$ cat config.mk
export PLATFORM = sky130hd
export DESIGN_NAME = small_matrix_multiply_accumulate_unit_flat
export DESIGN_NICKNAME = d
export VERILOG_FILES = /design/src/rtl/smmac_pkg.sv /design/src/rtl/smmac_req_if.sv /design/src/rtl/smmac_rsp_if.sv /design/src/rtl/smmac_ram.sv /design/src/rtl/smmac_front.sv /design/src/rtl/smmac_back.sv /design/src/rtl/small_matrix_multiply_accumulate_unit.sv /design/src/flat_wrapper.sv
export SDC_FILE = /design/constraint.sdc
export NUM_CORES = 2
export LEC_CHECK = 0
export ABC_AREA = 1
export BUFFER_PORTS_ARGS = -buffer_cell sky130_fd_sc_hd__buf_2
export CORE_ASPECT_RATIO = 0.8
export CORE_MARGIN = 2
export CORE_UTILIZATION = 31
export DETAILED_ROUTE_END_ITERATION = 7
export SETUP_SLACK_MARGIN = 0.02
export SLEW_MARGIN = 20
export SYNTH_ARGS = -nofsm -noshare
export SYNTH_HDL_FRONTEND = slang
export SYNTH_SLANG_ARGS = --single-unit
$ cat constraint.sdc
create_clock -name clock -period 22.1 [get_ports clock]
set_input_delay 1.105 -clock clock [delete_from_list [all_inputs] [get_ports clock]]
set_output_delay 1.105 -clock clock [all_outputs]
set_load 0.01 [all_outputs]
$ cat src/rtl/smmac_pkg.sv
package smmac_pkg;

   // Field widths of the request and response transactions.
   localparam int OP_W    = 2;
   localparam int IDX_W   = 3;
   localparam int VALUE_W = 32;

   // Request operation codes.
   localparam logic [OP_W-1:0] OP_LOAD_A  = 2'd0;
   localparam logic [OP_W-1:0] OP_LOAD_B  = 2'd1;
   localparam logic [OP_W-1:0] OP_LOAD_C  = 2'd2;
   localparam logic [OP_W-1:0] OP_COMPUTE = 2'd3;

   // Fraction bits of the Q16.16 format.
   localparam int FRAC_W = 16;

   // One queued command from the front end to the execution back end.
   typedef struct packed {
      logic [OP_W-1:0]    op;
      logic [IDX_W-1:0]   row;
      logic [IDX_W-1:0]   col;
      logic [VALUE_W-1:0] value;
   } cmd_type;

endpackage

$ cat src/rtl/smmac_req_if.sv
interface smmac_req_if import smmac_pkg::*; ();
   logic                      valid;
   logic                      ready;
   logic [OP_W-1:0]           req_type;
   logic [IDX_W-1:0]          row;
   logic [IDX_W-1:0]          col;
   logic signed [VALUE_W-1:0] elem_value;

   modport source (output valid, output req_type, output row, output col,
                   output elem_value, input ready);
   modport sink (input valid, input req_type, input row, input col,
                 input elem_value, output ready);
endinterface

$ cat src/rtl/smmac_rsp_if.sv
interface smmac_rsp_if import smmac_pkg::*; ();
   logic                      valid;
   logic                      ready;
   logic [IDX_W-1:0]          out_row;
   logic [IDX_W-1:0]          out_col;
   logic signed [VALUE_W-1:0] out_value;
   logic                      saturated;
   logic                      last;

   modport source (output valid, output out_row, output out_col, output out_value,
                   output saturated, output last, input ready);
   modport sink (input valid, input out_row, input out_col, input out_value,
                 input saturated, input last, output ready);
endinterface

$ cat src/rtl/smmac_ram.sv
module smmac_ram #(
   parameter int WIDTH = 32,
   parameter int DEPTH = 16,
   parameter int ADDR_W = (DEPTH > 1) ? $clog2(DEPTH) : 1
) (
   input  logic              clock,
   input  logic              wr_en,
   input  logic [ADDR_W-1:0] wr_addr,
   input  logic [WIDTH-1:0]  wr_data,
   input  logic              rd_en,
   input  logic [ADDR_W-1:0] rd_addr,
   output logic [WIDTH-1:0]  rd_data
);

   logic [WIDTH-1:0] mem_ff [DEPTH];
   logic [WIDTH-1:0] rd_data_ff;

   // One write port and one registered read port.
   always_ff @(posedge clock) begin
      if (wr_en) begin
         mem_ff[wr_addr] <= wr_data;
      end
      if (rd_en) begin
         rd_data_ff <= mem_ff[rd_addr];
      end
   end

   assign rd_data = rd_data_ff;

endmodule

$ cat src/rtl/smmac_front.sv
module smmac_front import smmac_pkg::*; #(
   parameter int MATRIX_SIZE = 4
) (
   input  logic        clock,
   input  logic        reset,
   smmac_req_if.sink   req_bus,
   output cmd_type     cmd,
   output logic        cmd_valid,
   input  logic        cmd_pop
);

   localparam int QUEUE_DEPTH = 2;

   cmd_type        entry_ff [QUEUE_DEPTH];
   logic           wr_ptr_ff, wr_ptr_in;
   logic           rd_ptr_ff, rd_ptr_in;
   logic [1:0]     count_ff, count_in;
   logic           accept;
   logic           in_range;
   logic           push;
   logic           pop;

   // A transaction is taken whenever the queue has room.
   assign req_bus.ready = (count_ff != 2'(QUEUE_DEPTH));
   assign accept = req_bus.valid && req_bus.ready;

   // Loads outside the matrix are dropped here; compute always goes through.
   assign in_range = ({1'b0, req_bus.row} < 4'(MATRIX_SIZE)) &&
                     ({1'b0, req_bus.col} < 4'(MATRIX_SIZE));
   assign push = accept && ((req_bus.req_type == OP_COMPUTE) || in_range);
   assign pop  = cmd_pop && (count_ff != 2'd0);

   // Queue pointer and fill count update.
   always_comb begin
      wr_ptr_in = wr_ptr_ff;
      rd_ptr_in = rd_ptr_ff;
      count_in  = count_ff;
      if (push) begin
         wr_ptr_in = ~wr_ptr_ff;
      end
      if (pop) begin
         rd_ptr_in = ~rd_ptr_ff;
      end
      if (push && !pop) begin
         count_in = count_ff + 2'd1;
      end else if (pop && !push) begin
         count_in = count_ff - 2'd1;
      end
   end

   always_ff @(posedge clock) begin
      if (reset) begin
         wr_ptr_ff <= 1'b0;
         rd_ptr_ff <= 1'b0;
         count_ff  <= 2'd0;
      end else begin
         wr_ptr_ff <= wr_ptr_in;
         rd_ptr_ff <= rd_ptr_in;
         count_ff  <= count_in;
      end
   end

   // Queue storage holds payload only.
   always_ff @(posedge clock) begin
      if (push) begin
         entry_ff[wr_ptr_ff] <= '{op: req_bus.req_type, row: req_bus.row,
                                  col: req_bus.col, value: req_bus.elem_value};
      end
   end

   assign cmd       = entry_ff[rd_ptr_ff];
   assign cmd_valid = (count_ff != 2'd0);

endmodule

$ cat src/rtl/smmac_back.sv
module smmac_back import smmac_pkg::*; #(
   parameter int MATRIX_SIZE = 4
) (
   input  logic        clock,
   input  logic        reset,
   input  cmd_type     cmd,
   input  logic        cmd_valid,
   output logic        cmd_pop,
   smmac_rsp_if.source rsp_bus
);

   localparam int DEPTH  = MATRIX_SIZE * MATRIX_SIZE;
   localparam int ADDR_W = (DEPTH > 1) ? $clog2(DEPTH) : 1;
   localparam int PROD_W = 2 * VALUE_W;
   localparam int ACC_W  = PROD_W + $clog2(MATRIX_SIZE + 1);
   localparam int TOP_LO = VALUE_W + FRAC_W - 1;
   localparam logic [IDX_W-1:0] IDX_LAST = IDX_W'(MATRIX_SIZE - 1);

   localparam logic ST_IDLE = 1'b0;
   localparam logic ST_RUN  = 1'b1;

   function automatic logic [ADDR_W-1:0] cell_addr(input logic [IDX_W-1:0] r,
                                                   input logic [IDX_W-1:0] c);
      return ADDR_W'(int'(r) * MATRIX_SIZE + int'(c));
   endfunction

   logic                    state_ff, state_in;
   logic [IDX_W-1:0]        m_ff, m_in, n_ff, n_in, s_ff, s_in;
   logic                    adv, drained, start, issue, last_issue;

   // Pipeline tags: stage 1 is RAM data, stage 2 the product, stage 3 the sum.
   logic                    v1_ff, v2_ff, v3_ff;
   logic                    first1_ff, first2_ff;
   logic                    lastk1_ff, lastk2_ff, lastk3_ff;
   logic                    lastel1_ff, lastel2_ff, lastel3_ff;
   logic [IDX_W-1:0]        m1_ff, m2_ff, m3_ff, n1_ff, n2_ff, n3_ff;

   logic [VALUE_W-1:0]      a_rd, b_rd, c_rd;
   logic signed [PROD_W-1:0] prod_in, prod_ff;
   logic [VALUE_W-1:0]      c2_ff;
   logic signed [ACC_W-1:0] acc_ff, acc_in, acc_base;

   logic [ACC_W-TOP_LO-1:0] acc_top;
   logic                    fits;
   logic [VALUE_W-1:0]      sat_value;
   logic                    wb_en;

   logic                    out_valid_ff, out_valid_in;
   logic [IDX_W-1:0]        out_row_ff, out_col_ff;
   logic [VALUE_W-1:0]      out_value_ff;
   logic                    out_sat_ff, out_last_ff;

   logic                    a_we, b_we, c_we;
   logic [ADDR_W-1:0]       c_waddr;
   logic [VALUE_W-1:0]      c_wdata;

   // The whole datapath moves only when the output register can take a result.
   assign adv     = !out_valid_ff || rsp_bus.ready;
   assign drained = !v1_ff && !v2_ff && !v3_ff;
   assign start   = (state_ff == ST_IDLE) && cmd_valid && drained;
   assign cmd_pop = start;
   assign issue   = (state_ff == ST_RUN) && adv;
   assign last_issue = (m_ff == IDX_LAST) && (n_ff == IDX_LAST) && (s_ff == IDX_LAST);

   // Sequencer: loads complete in IDLE as they are popped; compute walks m, n, s.
   always_comb begin
      state_in = state_ff;
      m_in = m_ff;
      n_in = n_ff;
      s_in = s_ff;
      case (state_ff)
         ST_IDLE: begin
            if (start && (cmd.op == OP_COMPUTE)) begin
               state_in = ST_RUN;
               m_in = '0;
               n_in = '0;
               s_in = '0;
            end
         end
         ST_RUN: begin
            if (issue) begin
               if (s_ff != IDX_LAST) begin
                  s_in = s_ff + 1'b1;
               end else begin
                  s_in = '0;
                  if (n_ff != IDX_LAST) begin
                     n_in = n_ff + 1'b1;
                  end else begin
                     n_in = '0;
                     m_in = m_ff + 1'b1;
                  end
               end
               if (last_issue) begin
                  state_in = ST_IDLE;
               end
            end
         end
         default: begin
            state_in = ST_IDLE;
         end
      endcase
   end

   always_ff @(posedge clock) begin
      if (reset) begin
         state_ff <= ST_IDLE;
      end else begin
         state_ff <= state_in;
      end
      m_ff <= m_in;
      n_ff <= n_in;
      s_ff <= s_in;
   end

   // Element stores.
   assign a_we = start && (cmd.op == OP_LOAD_A);
   assign b_we = start && (cmd.op == OP_LOAD_B);
   assign c_we = (start && (cmd.op == OP_LOAD_C)) || wb_en;
   assign c_waddr = wb_en ? cell_addr(m3_ff, n3_ff) : cell_addr(cmd.row, cmd.col);
   assign c_wdata = wb_en ? sat_value : cmd.value;

   smmac_ram #(.WIDTH(VALUE_W), .DEPTH(DEPTH)) u_a_ram (
      .clock   (clock),
      .wr_en   (a_we),
      .wr_addr (cell_addr(cmd.row, cmd.col)),
      .wr_data (cmd.value),
      .rd_en   (issue),
      .rd_addr (cell_addr(m_ff, s_ff)),
      .rd_data (a_rd)
   );

   smmac_ram #(.WIDTH(VALUE_W), .DEPTH(DEPTH)) u_b_ram (
      .clock   (clock),
      .wr_en   (b_we),
      .wr_addr (cell_addr(cmd.row, cmd.col)),
      .wr_data (cmd.value),
      .rd_en   (issue),
      .rd_addr (cell_addr(s_ff, n_ff)),
      .rd_data (b_rd)
   );

   smmac_ram #(.WIDTH(VALUE_W), .DEPTH(DEPTH)) u_c_ram (
      .clock   (clock),
      .wr_en   (c_we),
      .wr_addr (c_waddr),
      .wr_data (c_wdata),
      .rd_en   (issue),
      .rd_addr (cell_addr(m_ff, n_ff)),
      .rd_data (c_rd)
   );

   // Pipeline valid bits.
   always_ff @(posedge clock) begin
      if (reset) begin
         v1_ff <= 1'b0;
         v2_ff <= 1'b0;
         v3_ff <= 1'b0;
      end else if (adv) begin
         v1_ff <= issue;
         v2_ff <= v1_ff;
         v3_ff <= v2_ff;
      end
   end

   // Full-width Q32.32 product and exact Q35.32 accumulation.
   assign prod_in  = $signed(a_rd) * $signed(b_rd);
   assign acc_base = first2_ff
                   ? {{(ACC_W-VALUE_W-FRAC_W){c2_ff[VALUE_W-1]}}, c2_ff, FRAC_W'(0)}
                   : acc_ff;
   assign acc_in   = acc_base + {{(ACC_W-PROD_W){prod_ff[PROD_W-1]}}, prod_ff};

   always_ff @(posedge clock) begin
      if (adv) begin
         first1_ff  <= (s_ff == '0);
         lastk1_ff  <= (s_ff == IDX_LAST);
         lastel1_ff <= (m_ff == IDX_LAST) && (n_ff == IDX_LAST);
         m1_ff      <= m_ff;
         n1_ff      <= n_ff;

         first2_ff  <= first1_ff;
         lastk2_ff  <= lastk1_ff;
         lastel2_ff <= lastel1_ff;
         m2_ff      <= m1_ff;
         n2_ff      <= n1_ff;
         prod_ff    <= prod_in;
         c2_ff      <= c_rd;

         lastk3_ff  <= lastk2_ff;
         lastel3_ff <= lastel2_ff;
         m3_ff      <= m2_ff;
         n3_ff      <= n2_ff;
         if (v2_ff) begin
            acc_ff <= acc_in;
         end
      end
   end

   // Drop the low 16 fraction bits (floor to Q16.16) and clip to the signed 32-bit range.
   assign acc_top   = acc_ff[ACC_W-1:TOP_LO];
   assign fits      = (&acc_top) || !(|acc_top);
   assign sat_value = fits ? acc_ff[TOP_LO:FRAC_W]
                    : (acc_ff[ACC_W-1] ? {1'b1, {(VALUE_W-1){1'b0}}}
                                       : {1'b0, {(VALUE_W-1){1'b1}}});
   assign wb_en     = adv && v3_ff && lastk3_ff;

   // Output register holds one finished element until it is taken.
   assign out_valid_in = adv ? wb_en : out_valid_ff;

   always_ff @(posedge clock) begin
      if (reset) begin
         out_valid_ff <= 1'b0;
      end else begin
         out_valid_ff <= out_valid_in;
      end
      if (wb_en) begin
         out_row_ff   <= m3_ff;
         out_col_ff   <= n3_ff;
         out_value_ff <= sat_value;
         out_sat_ff   <= !fits;
         out_last_ff  <= lastel3_ff;
      end
   end

   assign rsp_bus.valid     = out_valid_ff;
   assign rsp_bus.out_row   = out_row_ff;
   assign rsp_bus.out_col   = out_col_ff;
   assign rsp_bus.out_value = out_value_ff;
   assign rsp_bus.saturated = out_sat_ff;
   assign rsp_bus.last      = out_last_ff;

endmodule

$ cat src/rtl/small_matrix_multiply_accumulate_unit.sv
// Matrix multiply-accumulate for square MATRIX_SIZE by MATRIX_SIZE matrices in signed
// Q16.16. Request transactions load single elements of A, B or the initial C, and a
// compute transaction forms C += A*B, returning every element of C in row-major order
// with the final one marked last; the clipped result is written back, so a further
// compute accumulates again. Loads with a row or column outside the matrix are dropped.
// A two-entry queue takes one request per cycle while it has room. In the back end a
// load is written as it leaves the queue; a compute runs MATRIX_SIZE^3 multiply-adds
// on the single 32x32 multiplier, one per cycle while the back end is not held, then
// the read, multiply and accumulate stages drain before the next queued request starts.
// The whole back end holds while a finished result waits in the output register.
module small_matrix_multiply_accumulate_unit import smmac_pkg::*; #(
   parameter int MATRIX_SIZE = 4
) (
   input  logic        clock,
   input  logic        reset,
   smmac_req_if.sink   req_bus,
   smmac_rsp_if.source rsp_bus
);

   cmd_type cmd;
   logic    cmd_valid;
   logic    cmd_pop;

   // Request intake and command queue.
   smmac_front #(.MATRIX_SIZE(MATRIX_SIZE)) u_front (
      .clock     (clock),
      .reset     (reset),
      .req_bus   (req_bus),
      .cmd       (cmd),
      .cmd_valid (cmd_valid),
      .cmd_pop   (cmd_pop)
   );

   // Element stores, multiply-accumulate pipeline and result register.
   smmac_back #(.MATRIX_SIZE(MATRIX_SIZE)) u_back (
      .clock     (clock),
      .reset     (reset),
      .cmd       (cmd),
      .cmd_valid (cmd_valid),
      .cmd_pop   (cmd_pop),
      .rsp_bus   (rsp_bus)
   );

endmodule

$ cat src/flat_wrapper.sv
// flat-port wrapper written by rule: the top's interface ports become plain ports
module small_matrix_multiply_accumulate_unit_flat import smmac_pkg::*;
#(
   parameter int MATRIX_SIZE = 4
)
  (clock, reset, req_bus_valid, req_bus_req_type, req_bus_row, req_bus_col, req_bus_elem_value, req_bus_ready, rsp_bus_valid, rsp_bus_out_row, rsp_bus_out_col, rsp_bus_out_value, rsp_bus_saturated, rsp_bus_last, rsp_bus_ready);
  smmac_req_if req_bus_i ();
  smmac_rsp_if rsp_bus_i ();
  input  logic clock;
  input  logic reset;
  input wire logic [$bits(req_bus_i.valid)-1:0] req_bus_valid;
  input wire logic [$bits(req_bus_i.req_type)-1:0] req_bus_req_type;
  input wire logic [$bits(req_bus_i.row)-1:0] req_bus_row;
  input wire logic [$bits(req_bus_i.col)-1:0] req_bus_col;
  input wire logic [$bits(req_bus_i.elem_value)-1:0] req_bus_elem_value;
  output wire logic [$bits(req_bus_i.ready)-1:0] req_bus_ready;
  output wire logic [$bits(rsp_bus_i.valid)-1:0] rsp_bus_valid;
  output wire logic [$bits(rsp_bus_i.out_row)-1:0] rsp_bus_out_row;
  output wire logic [$bits(rsp_bus_i.out_col)-1:0] rsp_bus_out_col;
  output wire logic [$bits(rsp_bus_i.out_value)-1:0] rsp_bus_out_value;
  output wire logic [$bits(rsp_bus_i.saturated)-1:0] rsp_bus_saturated;
  output wire logic [$bits(rsp_bus_i.last)-1:0] rsp_bus_last;
  input wire logic [$bits(rsp_bus_i.ready)-1:0] rsp_bus_ready;
  assign req_bus_i.valid = req_bus_valid;
  assign req_bus_i.req_type = req_bus_req_type;
  assign req_bus_i.row = req_bus_row;
  assign req_bus_i.col = req_bus_col;
  assign req_bus_i.elem_value = req_bus_elem_value;
  assign req_bus_ready = req_bus_i.ready;
  assign rsp_bus_valid = rsp_bus_i.valid;
  assign rsp_bus_out_row = rsp_bus_i.out_row;
  assign rsp_bus_out_col = rsp_bus_i.out_col;
  assign rsp_bus_out_value = rsp_bus_i.out_value;
  assign rsp_bus_saturated = rsp_bus_i.saturated;
  assign rsp_bus_last = rsp_bus_i.last;
  assign rsp_bus_i.ready = rsp_bus_ready;
  small_matrix_multiply_accumulate_unit #(.MATRIX_SIZE(MATRIX_SIZE)) u_core (.clock(clock), .reset(reset), .req_bus(req_bus_i), .rsp_bus(rsp_bus_i));
endmodule
# [After elaboration in Yosys (flattened, before gate mapping)]
# Memory sizes are Yosys's and may differ from the RTL's. A register that Yosys moved wholly into a read port is not among the register bits.
# Index checks and enable logic that the tools add are counted.
[classes] addsub=11 mul=1 order_cmp=2 n_eq_ne=14 mux=33 bitwise_logic=3 n_reduce_logical=41
[op_table] op="$mux W32" n=3
[op_table] op="$add A67 B67 Y67" n=1
[op_table] op="$mux W67" n=1
[op_table] op="$mul A32 B32 Y64" n=1
[op_table] op="$mux W3" n=9
[op_table] op="$add A4 B3 Y4" n=5
[op_table] op="$reduce_and A20 Y1" n=1
[op_table] op="$reduce_or A20 Y1" n=1
[op_table] op="$logic_and A1 B1 Y1" n=19
[op_table] op="$pmux W3 S2" n=3
[op_table] op="$mux W1" n=13
[op_table] op="$add A3 B1 Y3 const B" n=3
[op_table] op="$eq A3 B2 Y1 const B" n=3
[op_table] op="$logic_not A1 Y1" n=8
[op_table] op="$eq A2 B2 Y1 const B" n=3
[op_table] op="$lt A3 B3 Y1 const B" n=2
[op_table] op="$ne A2 B2 Y1 const B" n=3
[op_table] op="$ne A3 B2 Y1 const B" n=2
[op_table] op="$logic_or A1 B1 Y1" n=4
[op_table] op="$mux W2" n=2
[op_table] op="$mux W4" n=1
[op_table] op="$ne A2 B1 Y1 const B" n=2
[op_table] op="$reduce_and A2 Y1" n=2
[op_table] op="$reduce_and A4 Y1" n=1
[op_table] op="other kinds (9)" n=12
[word_totals] regBits=247 ram_bits=1616 inputBits=44 output_inout_bits=42 wordCells=142 mem_count=4
[memory_table] name="u_core.u_back.u_a_ram.mem_ff" depth=16 width=32 rd=1 rd_clocked_by_memory_dff=1 write_ports=1 line_no="smmac_ram.sv:15" source="logic [WIDTH-1:0] mem_ff [DEPTH];"
[memory_table] name="u_core.u_back.u_b_ram.mem_ff" depth=16 width=32 rd=1 rd_clocked_by_memory_dff=1 write_ports=1 line_no="smmac_ram.sv:15"
[memory_table] name="u_core.u_back.u_c_ram.mem_ff" depth=16 width=32 rd=1 rd_clocked_by_memory_dff=1 write_ports=1 line_no="smmac_ram.sv:15"
[memory_table] name="u_core.u_front.entry_ff" depth=2 width=40 rd=1 rd_clocked_by_memory_dff=1 write_ports=1 line_no="smmac_front.sv:14" source="cmd_type entry_ff [QUEUE_DEPTH];"

# [Logic depth before layout (Yosys ltp)]
[logic_depth] ltp_word=8 mapped_depth=32 depth_no_buf=31

# [Hierarchy]
# A second synthesis with hierarchy kept.
[unflattened] hier_cells=13279 area_unflattened_um2=125380.2
[modules_own_cells] module="smmac_back" instances=1 cells_per_inst=6756 area_each_um2=53065.9 seq_area_each_um2=7247.0
[modules_own_cells] module="smmac_ram at u_core.u_back.u_b_ram ..." instances=2 cells_per_inst=2120 area_each_um2=23050.9 seq_area_each_um2=16335.7
[modules_own_cells] module="smmac_ram at u_core.u_back.u_a_ram" instances=1 cells_per_inst=2120 area_each_um2=23064.6 seq_area_each_um2=16335.7
[modules_own_cells] module="smmac_front" instances=1 cells_per_inst=163 area_each_um2=3148.0 seq_area_each_um2=2502.4

# [Least setup slack after synthesis]
# No wires, ideal clock.
[synth_path] path_kind="reg-to-reg" from="register u_core.u_back.u_a_ram.rd_data_ff[31] (netlist: u_core.u_back.u_a_ram.rd_data[31]) (read register of u_core.u_back.u_a_ram.mem_ff)" to="register u_core.u_back.prod_ff[52] (data pin)" setup_ns=0.253 arrival_ns=6.996 required_time_ns=21.847 path_slack_ns=14.851 path_stages_with_launch=26 n_path_buf=1 period_less_slack_ns=7.249 cell_sequence="edfxtp_1 > clkbuf_1 > nand2_1 > inv_1 > fa_1 > fa_1 > fa_1 > fa_1 > inv_1 > fa_1 > inv_1 > fa_1 > inv_1 > fa_1 > inv_1 > fa_1 > ha_1 > nand2_1 > nor2_1 > inv_1 > nor2_1 > inv_1 > nor3_1 > nand3_1 > nand4_1 > nand2_1"
[synth_via] elab_chain_cells=1
[synth_rtl] element="start, declared" line_no="smmac_ram.sv:16" source="logic [WIDTH-1:0] rd_data_ff;"
[synth_rtl] element="$mul A32 B32 Y64" line_no="smmac_back.sv:166" source="assign prod_in = $signed(a_rd) * $signed(b_rd);"
[synth_rtl] element="net u_core.u_back.prod_in[52]" line_no="smmac_back.sv:39" source="logic signed [PROD_W-1:0] prod_in, prod_ff;"
[synth_rtl] element="end signal, assigned" line_no="smmac_back.sv:185" source="prod_ff <= prod_in;"
[synth_rtl] element="end, declared" line_no="smmac_back.sv:39"
# The timed path passes the listed nets, and every way through them passes these cells.
# A chain may end at the register's enable or synchronous reset.

# [Worst setup path in the final report]
# Same ends and word-level chain as after synthesis.

==> results list <==
* Hold crit path type: reg -> reg
* Most common library cell in the layout ignoring fill and taps: sky130_fd_sc_hd__inv_1
- Vias after detailed routing: 79.8k
- Full die area: 391000 um^2
- The initial utilization of the core area, before any placement, comes to 31.2%.
- Measured along the x axis, the die boundary spans 698 um.
- Number of antenna violations at the first check in global routing: 40
* Per-cell routed wire length: 21.0 um
* Design area: 132000 um^2
- In this run the number of H-tree levels came out at 4.
- Deepest clock path buffer count: 4
* Synthesized area: 120000 um^2
- After clock tree synthesis, the flow added hold-fix buffers numbering 0.
- In this run, post-CTS repair resized a total of 0 instances.
- Pre-antenna DRT Iters: 6
- In this run the remaining antenna-violating nets after routing total 0.
- The post-route netlist has 6.12% of its cells at a drive strength greater than 1.
* Routed wire length: 346 mm
- Setup repair after global routing left no endpoint under its margin.
- Average cell area after synthesis: 10.6 um^2
- Type of destination of the critical path: flop
- Worst-case clock skew: 105 ps
* Pin count of the biggest net entering global routing: 183
- For the pin with the worst max-slew slack, the measured transition is 1240 ps.
- Dpl hpwl: 230 mm
* Final Hold Viols: 0
* Synth Net Count: 12.6k
* Register area share after synthesis: 49.1%
- During I/O placement, the number of pins put on the boundary was 86.
* Area share of the leading cell type in the synthesized netlist: 48.9%
- In this run, CTS created clock tree buffers numbering 201.
- Max cap viols: 0
- Starting DRC count in detailed routing: 9042
- The first global-routing pass estimated 516 mm of wire.
- Maximum operating frequency: 0.120 GHz
* Gate count of the mapped netlist: 11.2k
* Core footprint: 383000 um^2
* Result of the run: finished, final reports clean
- Endpoint arrival time on the critical path: 8920 ps
- Synthesis warning total: 0
- In the layout the commonest cells are sky130_fd_sc_hd__inv_1 (2178), sky130_fd_sc_hd__nand2_1 (2134), sky130_fd_sc_hd__edfxtp_1 (1948).
- Latest clock arrival within the worst-skew pair: 890 ps
* Sum of overflow across all layers after global routing: 0
- Share of the clock period used by the worst path after layout: 37.8%
- Hold Worst Slack: 379 ps
* CTS Root Cell: sky130_fd_sc_hd__clkbuf_16
- Number of global-route vias before repair: 78.6k
- The max-slew violation total from the final report came to 0.
* Critical Path RT: 22660 ps
- Routability-driven placement finished with a final weighted congestion of 0.958.
* Aggregate global-route resource usage: 17.5%
- The biggest area contributor in the post-synthesis netlist is sky130_fd_sc_hd__edfxtp_1.
- Once the clock tree was built, the setup fixing pass inserted 0 buffers.
- Routed via count divided by cell count: 4.84
- Die Span Y: 559 um
- Type of the worst setup path: reg -> reg
- Unique masters post-synth: 49
- Register bit count reported by yosys: 1958
* Startpoint type of the worst setup path: flop
- TritonCTS built the clock tree.
- In this run the cell area measured after placement is 126000 um^2.
- CP max FO: 32
- Count of fill cells added during filler insertion: 38.3k
- Synthesis-to-finish area growth: 10.7%
* DRC errors left: 0
- The count of buffers added on input and output ports is 85.
- Clock-pin slew was measured on the worst setup and hold paths at 60 ps.
- Final setup vio count: 0
- Leading post-synthesis cells by cell area: sky130_fd_sc_hd__edfxtp_1 (49%), sky130_fd_sc_hd__fa_1 (18%), sky130_fd_sc_hd__inv_1 (6.9%)
- After routing, the total negative slack on setup checks comes to 0 ps.
* Cell Rows: 203
* Net count reported at finish: 12.6k
* CTS Sinks: 1958
- Subtracting the final worst setup slack from the clock period gives 8360 ps.
- Slew headroom: 16.7%
## logic make-up after synthesis
family / Yosys count / share of synthesized area (%)
simple gates: 3177 / 10.4
buf+inv: 2694 / 8.67
flops: 1958 / 49.1
compound gates: 1650 / 7.58
fa+ha+maj: 1346 / 20.9
mux: 323 / 2.78
xor+xnor: 77 / 0.564
## area by class of cell
cell class / count / area [um^2] / share of cell area, %
clock buffer: 249 / 5250 / 3.97
clock inverter: 98 / 876 / 0.662
sequential: 1958 / 58700 / 44.3
timing repair buffer: 278 / 1950 / 1.47
inverter: 2189 / 8240 / 6.22
antenna: 8 / 20.0 / 0.0151
multi-input combinational: 6573 / 50900 / 38.5
tap: 5125 / 6410 / 4.84
## path summary, 6_finish.rpt
kind / end / startpoint / cells after the start / slack, ps
setup / recovery: u_core.u_back.prod_ff[52] / u_core.u_back.u_a_ram.rd_data[31] / 25 / 13740
hold / removal: u_core.u_back.m3_ff[1] / u_core.u_back.m2_ff[1] / 0 / 380
setup reg to reg: u_core.u_back.prod_ff[52] / u_core.u_back.u_a_ram.rd_data[31] / 25 / 13740
hold reg to reg: u_core.u_back.m3_ff[1] / u_core.u_back.m2_ff[1] / 0 / 380
## synthesized netlist by cell type, drive strengths merged
cell / number
inv: 2188
nand2: 2138
edfxtp: 1948
fa: 1083
o21ai: 932
nor2: 754
a21oi: 416
clkbuf: 367
ha: 263
mux2i: 257
nand3: 187
buf: 138
o221ai: 95
o22ai: 80
o211ai: 77
xor2: 67
mux2: 66
nand4: 46
o21bai: 41
nor3: 19
nor4: 16
dfxtp: 10
xnor2: 10
or2: 9
and2: 4
o21a: 3
a21o: 2
nand3b: 2
a21boi: 1
a22oi: 1
a31oi: 1
and3: 1
clkinv: 1
nor3b: 1
o31ai: 1
## routing by layer
metal	up-vias	global-route usage, %	wire length, um
met5	-	0	230
met4	32	3.67	7450
met3	418	3.67	33300
met2	3121	25.9	148000
met1	40000	26.2	158000
li1	36200	-	-
## flip-flops by register name, summed over array words and instances, names as in the netlist, 64 cells and up, named ones only
register	flops
u_core.u_back.u_a_ram.mem_ff	512
u_core.u_back.u_b_ram.mem_ff	512
u_core.u_back.u_c_ram.mem_ff	512
u_core.u_front.entry_ff	78
u_core.u_back.acc_ff	67
u_core.u_back.prod_ff	64
## worst max-delay path: stages, from the launching register on
cell                       delay (ps)
sky130_fd_sc_hd__edfxtp_1         360
sky130_fd_sc_hd__buf_4            260
sky130_fd_sc_hd__nand2_1          160
sky130_fd_sc_hd__inv_1            100
sky130_fd_sc_hd__fa_1             600
sky130_fd_sc_hd__fa_1             470
sky130_fd_sc_hd__fa_1             760
sky130_fd_sc_hd__fa_1            1010
sky130_fd_sc_hd__inv_1            400
sky130_fd_sc_hd__fa_1             590
sky130_fd_sc_hd__inv_1             50
sky130_fd_sc_hd__fa_1             540
sky130_fd_sc_hd__inv_1             50
sky130_fd_sc_hd__fa_1             470
sky130_fd_sc_hd__inv_1             50
sky130_fd_sc_hd__fa_1             450
sky130_fd_sc_hd__ha_1             460
sky130_fd_sc_hd__nand2_1          170
sky130_fd_sc_hd__nor2_1           180
sky130_fd_sc_hd__inv_1             90
sky130_fd_sc_hd__nor2_1           180
sky130_fd_sc_hd__inv_1             70
sky130_fd_sc_hd__nor3_1           200
sky130_fd_sc_hd__nand3_1          160
sky130_fd_sc_hd__nand4_1          120
sky130_fd_sc_hd__nand2_1           60
## per-stage QoR
step,utilization (%),setup WS (ps),std cells
2_1_floorplan,-,14850,11200
3_3_place_gp,32.9,13410,16100
3_5_place_dp,32.9,13780,16100
4_1_cts,34.5,13730,16500
5_1_grt,34.6,13090,16500
6_report,34.6,13740,16500
Power is left out: the tool's default activity adds up to more than one toggle a clock period on the data nets, which glitch-free logic cannot reach.
